===== src/design/umcs_pkg.sv =====
// ----------------------------------------------------------------------------
// umcs_pkg
// Shared types and constants for the unquoted metacharacter scanner.
// ----------------------------------------------------------------------------
package umcs_pkg;

   localparam int CHAR_W  = 8;
   localparam int TDATA_W = 8;

   typedef struct packed {
      logic in_single_quote;
      logic in_double_quote;
      logic escape_pending;
      logic at_word_start;
      logic assign_name_ok;
      logic hit_seen;
   } scan_state_type;

   localparam scan_state_type SCAN_STATE_RESET = '{
      in_single_quote: 1'b0,
      in_double_quote: 1'b0,
      escape_pending:  1'b0,
      at_word_start:   1'b1,
      assign_name_ok:  1'b0,
      hit_seen:        1'b0
   };

endpackage


===== src/design/umcs_scan_step.sv =====
// ----------------------------------------------------------------------------
// umcs_scan_step
// Next-state logic for one command-line byte: quote, escape, word and
// assignment-name tracking plus the sticky restricted-symbol flag.
// ----------------------------------------------------------------------------
module umcs_scan_step (
   input  logic [umcs_pkg::CHAR_W-1:0] ch,
   input  umcs_pkg::scan_state_type    cur_state,
   output umcs_pkg::scan_state_type    nxt_state
);

   localparam logic [umcs_pkg::CHAR_W-1:0] CH_BACKSLASH = 8'h5C;
   localparam logic [umcs_pkg::CHAR_W-1:0] CH_SQUOTE    = 8'h27;
   localparam logic [umcs_pkg::CHAR_W-1:0] CH_DQUOTE    = 8'h22;
   localparam logic [umcs_pkg::CHAR_W-1:0] CH_EQUAL     = 8'h3D;
   localparam logic [umcs_pkg::CHAR_W-1:0] CH_UNDERSCORE = 8'h5F;
   localparam logic [umcs_pkg::CHAR_W-1:0] CH_AT        = 8'h40;
   localparam logic [umcs_pkg::CHAR_W-1:0] CH_DOT       = 8'h2E;
   localparam logic [umcs_pkg::CHAR_W-1:0] CH_SPACE     = 8'h20;
   localparam logic [umcs_pkg::CHAR_W-1:0] CH_TAB       = 8'h09;
   localparam logic [umcs_pkg::CHAR_W-1:0] CH_CR        = 8'h0D;

   logic is_space;
   logic is_letter;
   logic is_digit;
   logic is_restricted;
   logic is_name_first;
   logic is_name_rest;

   assign is_space  = (ch == CH_SPACE) || (ch >= CH_TAB && ch <= CH_CR);
   assign is_letter = (ch >= 8'h41 && ch <= 8'h5A) || (ch >= 8'h61 && ch <= 8'h7A);
   assign is_digit  = (ch >= 8'h30 && ch <= 8'h39);
   assign is_restricted = (ch == 8'h3B) || (ch == 8'h3C) || (ch == 8'h3E) ||
                          (ch == 8'h7C) || (ch == 8'h28) || (ch == 8'h29) ||
                          (ch == 8'h2A) || (ch == 8'h26) || (ch == 8'h24);
   assign is_name_first = is_letter || (ch == CH_UNDERSCORE) || (ch == CH_AT);
   assign is_name_rest  = is_name_first || is_digit || (ch == CH_DOT);

   always_comb begin
      nxt_state = cur_state;
      priority if (cur_state.escape_pending) begin
         nxt_state.escape_pending = 1'b0;
         nxt_state.at_word_start  = 1'b0;
         nxt_state.assign_name_ok = 1'b0;
      end else if (ch == CH_BACKSLASH) begin
         nxt_state.escape_pending = 1'b1;
         nxt_state.at_word_start  = 1'b0;
         nxt_state.assign_name_ok = 1'b0;
      end else if (cur_state.in_single_quote) begin
         if (ch == CH_SQUOTE) begin
            nxt_state.in_single_quote = 1'b0;
         end
      end else if (cur_state.in_double_quote) begin
         if (ch == CH_DQUOTE) begin
            nxt_state.in_double_quote = 1'b0;
         end
      end else if (ch == CH_SQUOTE) begin
         nxt_state.in_single_quote = 1'b1;
         nxt_state.at_word_start   = 1'b0;
         nxt_state.assign_name_ok  = 1'b0;
      end else if (ch == CH_DQUOTE) begin
         nxt_state.in_double_quote = 1'b1;
         nxt_state.at_word_start   = 1'b0;
         nxt_state.assign_name_ok  = 1'b0;
      end else if (is_space) begin
         nxt_state.at_word_start  = 1'b1;
         nxt_state.assign_name_ok = 1'b0;
      end else if (is_restricted) begin
         nxt_state.hit_seen = 1'b1;
      end else if (ch == CH_EQUAL) begin
         if (!cur_state.assign_name_ok) begin
            nxt_state.hit_seen = 1'b1;
         end
         nxt_state.assign_name_ok = 1'b0;
      end else if (cur_state.at_word_start) begin
         nxt_state.assign_name_ok = is_name_first;
         nxt_state.at_word_start  = 1'b0;
      end else begin
         if (!is_name_rest) begin
            nxt_state.assign_name_ok = 1'b0;
         end
      end
   end

endmodule


===== src/design/unquoted_metachar_scanner_core.sv =====
// ----------------------------------------------------------------------------
// unquoted_metachar_scanner_core
// Byte-stream scanner that flags unquoted shell metacharacters per line.
// ----------------------------------------------------------------------------
// Usage:
//   Request channel carries one command-line byte per transaction in
//   req_tdata; a transaction with req_tlast high is the end of line and its
//   byte is ignored. Each end of line produces exactly one response
//   transaction whose rsp_tdata bit 0 is 1 when an unquoted restricted
//   symbol or an invalid '=' was seen; bytes produce no response.
//   Throughput is one transaction per cycle unless an end of line is held
//   back as described below: a byte register feeds the scan logic, which
//   updates the scan state, or on an end of line loads the response register.
//   When the receiver stalls, the response is held; bytes keep flowing, and
//   only a second end of line waits in the byte register until the pending
//   response is taken, which then backpressures req_tready.
//   Synchronous reset empties both registers and returns the scan state to
//   word start with no quotes, no escape and no hit.
// ----------------------------------------------------------------------------
module unquoted_metachar_scanner_core (
   input  logic                                clock,
   input  logic                                reset,
   input  logic                                req_tvalid,
   output logic                                req_tready,
   input  logic [umcs_pkg::TDATA_W-1:0]        req_tdata,  // [7:0] ch
   input  logic                                req_tlast,  // end_of_line
   output logic                                rsp_tvalid,
   input  logic                                rsp_tready,
   output logic [umcs_pkg::TDATA_W-1:0]        rsp_tdata   // [0] restricted_found
);

   logic                             in_valid_ff;
   logic                             in_valid_in;
   logic [umcs_pkg::CHAR_W-1:0]      in_ch_ff;
   logic                             in_last_ff;
   umcs_pkg::scan_state_type         state_ff;
   umcs_pkg::scan_state_type         state_in;
   umcs_pkg::scan_state_type         step_state;
   logic                             rsp_valid_ff;
   logic                             rsp_valid_in;
   logic                             rsp_found_ff;
   logic                             rsp_found_in;
   logic                             out_free;
   logic                             in_advance;
   logic                             req_take;

   umcs_scan_step u_step (
      .ch        (in_ch_ff),
      .cur_state (state_ff),
      .nxt_state (step_state)
   );

   assign out_free   = !rsp_valid_ff || rsp_tready;
   assign in_advance = in_valid_ff && (!in_last_ff || out_free);
   assign req_tready = !in_valid_ff || in_advance;
   assign req_take   = req_tvalid && req_tready;

   always_comb begin
      in_valid_in  = req_take || (in_valid_ff && !in_advance);
      state_in     = state_ff;
      rsp_valid_in = rsp_valid_ff && !rsp_tready;
      rsp_found_in = rsp_found_ff;
      if (in_advance) begin
         if (in_last_ff) begin
            state_in     = umcs_pkg::SCAN_STATE_RESET;
            rsp_valid_in = 1'b1;
            rsp_found_in = state_ff.hit_seen;
         end else begin
            state_in = step_state;
         end
      end
   end

   always_ff @(posedge clock) begin
      if (reset) begin
         in_valid_ff  <= 1'b0;
         rsp_valid_ff <= 1'b0;
         state_ff     <= umcs_pkg::SCAN_STATE_RESET;
      end else begin
         in_valid_ff  <= in_valid_in;
         rsp_valid_ff <= rsp_valid_in;
         state_ff     <= state_in;
      end
   end

   always_ff @(posedge clock) begin
      if (req_take) begin
         in_ch_ff   <= req_tdata[umcs_pkg::CHAR_W-1:0];
         in_last_ff <= req_tlast;
      end
      rsp_found_ff <= rsp_found_in;
   end

   assign rsp_tvalid = rsp_valid_ff;
   assign rsp_tdata  = {{(umcs_pkg::TDATA_W-1){1'b0}}, rsp_found_ff};

endmodule


===== config.mk =====
export PLATFORM = sky130hd
export DESIGN_NAME = unquoted_metachar_scanner_core
export DESIGN_NICKNAME = d
export VERILOG_FILES = /design/src/design/umcs_pkg.sv /design/src/design/umcs_scan_step.sv /design/src/design/unquoted_metachar_scanner_core.sv
export SDC_FILE = /design/constraint.sdc
export NUM_CORES = 1
export LEC_CHECK = 0
export BUFFER_PORTS_ARGS = -buffer_cell sky130_fd_sc_hd__buf_2
export CORE_ASPECT_RATIO = 1.1
export CORE_MARGIN = 2
export CORE_UTILIZATION = 35
export CTS_BUF_LIST = sky130_fd_sc_hd__clkbuf_2
export DETAILED_ROUTE_END_ITERATION = 8
export PLACE_DENSITY = 0.59
export SLEW_MARGIN = 0
export SYNTH_ARGS = -nofsm -noshare
export SYNTH_HDL_FRONTEND = slang
export SYNTH_SLANG_ARGS = --single-unit

===== constraint.sdc =====
create_clock -name clock -period 2.3 [get_ports clock]
set_input_delay 0.345 -clock clock [delete_from_list [all_inputs] [get_ports clock]]
set_output_delay 0.345 -clock clock [all_outputs]
set_load 0.01 [all_outputs]

==> summary.md <==
| Metric | Value |
|---|---|
| Status | `finished, final reports clean` |
| FF+latch area | `460 µm²` |
| Rows | `22` |
| Post-CTS Hold Buffers | `0` |
| H-tree depth | `1` |
| CTS sink cnt | `18` |
| Worst-path clk slew | `~170 ps` |
| Area of the multi-input gates | `612 µm²` |
| Post-synth EDFFs | `10` |
| Post-CTS setup buffer count | `0` |
| Synth cell count leaders | `nor2_1 (12), edfxtp_1 (10), buf_4 (9), dfxtp_1 (8), nand2_1 (7)` |
| Crit Path Class | `register to register` |
| Dpl hpwl | `around 1700 µm` |
| Post-Layout Cell Count | `roughly 170` |
| Cell taking the most area after synthesis | `edfxtp_1` |
| Antenna Violating Nets Remaining | `0` |
| Slew HR | `around 43%` |
| Asr flop ratio synth | `0%` |
| Clock Tree Buf Depth | `2` |
| Layout cells sized above 1 | `about a quarter` |
| Cell area power density | `~480 mW/mm²` |
| Syn Inst Count | `122` |
| Yosys top cell area share | `between 20% and 30%` |
| IO Count | `23` |
| Pins Over Slew Limit | `0` |
| Critical path's slowest cell | `edfxtp_1` |
| Count leader, synth | `nor2_1` |
| Yosys reg bits | `18` |
| Inst Count DP | `about 170` |
| Setup violators final | `0` |
| IO Port Bufs | `15` |
| ANT cells | `0` |
| Top_reg_cell synth | `edfxtp_1` |
| Mapped Area | `0.00118 mm²` |
| Crit-path max cell delay | `about 530 ps` |
| DR DRC count | `0` |
| Max VDD drop | `approximately 250 µV` |
| Place WS | `around 360 ps` |
| CORE AREA | `between 0.003 and 0.004 mm²` |
| Critical Path Start Type | `register` |
| Final hold violations | `0` |
| Distinct cells, synth | `54` |
| Initial core utilization | `a little over a third` |
| Via Count | `913` |
| Die area | `around 0.0038 mm²` |
| GRT overflow | `0` |
| Clock Tree Root | `clkbuf_2` |
| Gr usage total | `12.3%` |
| Skew final | `approximately 3.6 ps` |
| RSZ-0062 raised after global routing | `no` |
| Final setup TNS | `0 ps` |
| Cell Chain, Critical Path | `or3_4 -> a2111o_1 -> and3_4 -> a31oi_4 -> mux2i_1` |
| Initial DRC Count | `29` |
| Total CTS buffers | `3` |
| Routed vias/inst | `5.40` |
| WHS | `about 200 ps` |
| Antenna violations before repair | `0` |
| 1st-pass router iterations | `4` |
| Post-route setup slack | `313 ps` |
| Final period util | `a little under nine tenths` |
| Number of synthesis warnings | `0` |
| Fin nets | `~150` |
| Routed wire length | `between 2000 and 2500 µm` |
| Crit-path leading delay family | `simple AND/OR/NAND/NOR gates` |
| Leak | `0.445 nW` |
| Horiz. Die Dim | `approximately 59 µm` |
| Die height | `between 60 and 70 µm` |
| Element type at the critical path end | `register` |
| FMAX | `503 MHz` |
| Worst path arrival time | `around 2200 ps` |
| Synth top area cells | `edfxtp_1 (25%), dfxtp_1 (14%), buf_4 (5.7%), nor2_1 (3.8%), nand2_1 (2.2%)` |
| Drt wl/cell | `around 13 µm` |
| Min-Delay Path Class | `primary input to register` |
| CTS tree | `yes` |
| Required @ worst endpoint | `2550 ps` |
| Min Tclk post-route | `between 1500 and 2000 ps` |
| First-pass GRT wire length | `3660 µm` |
| Avg Cell Area, Syn | `between 9 and 10 µm²` |
| Number of global-route vias before repair | `797` |
| Max-cap violations | `0` |
| CTS resizes | `0` |
| Seq/Total Area, Yosys | `a little under 40%` |
| WP buf/inv | `0` |
| CP max FO | `7` |
| Area growth syn-to-layout | `4.03%` |
| Tightest Pin Transition | `855 ps` |
| Filler Cell Count | `around 320` |
| Largest net degree at the start of global routing | `18` |
| Placer congestion estimate | `between 0.8 and 0.9` |
| Insertion delay to the later sink of the worst-skew pair | `~300 ps` |
==> routing by layer <==
metal / GRT usage, % / routed length (µm)
met5: 0 / 0
met4: 5.97 / 38
met3: 2.99 / 78
met1: 16.6 / 1050
met2: 18.1 / 1050
==> final timing paths <==
path,slack [ps],to,cells past startpoint,from
hold / removal,200,in_ch_ff[6]$_DFFE_PP_,1,req_tdata[6]
hold reg to reg,460,rsp_found_ff$_DFFE_PP_,0,state_ff[0]$_SDFFE_PP0P_
setup reg to reg,310,state_ff[2]$_SDFFE_PP1P_,5,in_ch_ff[6]$_DFFE_PP_
setup / recovery,310,state_ff[2]$_SDFFE_PP1P_,5,in_ch_ff[6]$_DFFE_PP_
==> stage by stage <==
stage | power (mW) | utilization, % | area (µm²)
6_report | 0.591 | 37.4 | 1230
3_3_place_gp | 0.459 | 36.9 | 1210
3_5_place_dp | 0.460 | 36.9 | 1210
5_1_grt | 0.620 | 37.4 | 1230
4_1_cts | 0.599 | 37.4 | 1230
2_1_floorplan | 0.451 | - | 1200
==> logic make-up (layout without fill, tap and decap cells) <==
family | after synthesis | after routing | share of synthesized area [%]
simple gates | 52 | 52 | 26.4
mux | 2 | 2 | 1.70
other cells | 1 | 7 | 0.318
buf+inv | 18 | 23 | 10.9
xor+xnor | 1 | 1 | 0.743
flops | 18 | 18 | 39.1
compound gates | 30 | 30 | 20.8
==> sequential cells by signal, summed over array words and instances (netlist names) <==
name	flops
rsp_tvalid	1
in_valid_ff	1
in_last_ff	1
rsp_found_ff	1
in_ch_ff	8
state_ff	6
==> layout make-up <==
type / count / area share [%]
Clock buffer: 3 / 1.22
Clock inverter: 1 / 0.306
Inverter: 4 / 1.22
Multi-Input combinational cell: 92 / 49.9
Sequential cell: 18 / 37.6
Tap cell: 36 / 3.67
Timing Repair Buffer: 15 / 6.12
==> cells in the final DEF, fill, tap and decap left out, drive strengths merged, types with 2 or more instances in the layout <==
| cell type | Yosys | final |
|---|---|---|
| a21oi | 4 | 4 |
| nand4 | 2 | 2 |
| buf | 13 | 15 |
| edfxtp | 10 | 10 |
| nand3 | 4 | 4 |
| clkbuf | 1 | 3 |
| a31oi | 4 | 4 |
| nor2 | 12 | 12 |
| nand2b | 2 | 2 |
| and3 | 3 | 3 |
| nor3 | 3 | 3 |
| inv | 4 | 4 |
| conb | 1 | 7 |
| o211ai | 2 | 2 |
| a211oi | 4 | 4 |
| mux2i | 2 | 2 |
| or3 | 2 | 2 |
| or3b | 2 | 2 |
| nand3b | 2 | 2 |
| nor3b | 2 | 2 |
| nand2 | 8 | 8 |
| dfxtp | 8 | 8 |
| o22ai | 2 | 2 |
| o21ai | 5 | 5 |
| and2 | 2 | 2 |
==> where the power goes <==
| group | switching, mW | internal, mW | total, mW | leakage [nW] |
|---|---|---|---|---|
| combinational | 0.0388 | 0.0349 | 0.0737 | 0.268 |
| clock | 0.0990 | 0.0378 | 0.137 | 0.0140 |
| sequential | 0.0263 | 0.354 | 0.380 | 0.163 |
No activity file was read; power rests on OpenSTA's default activity.
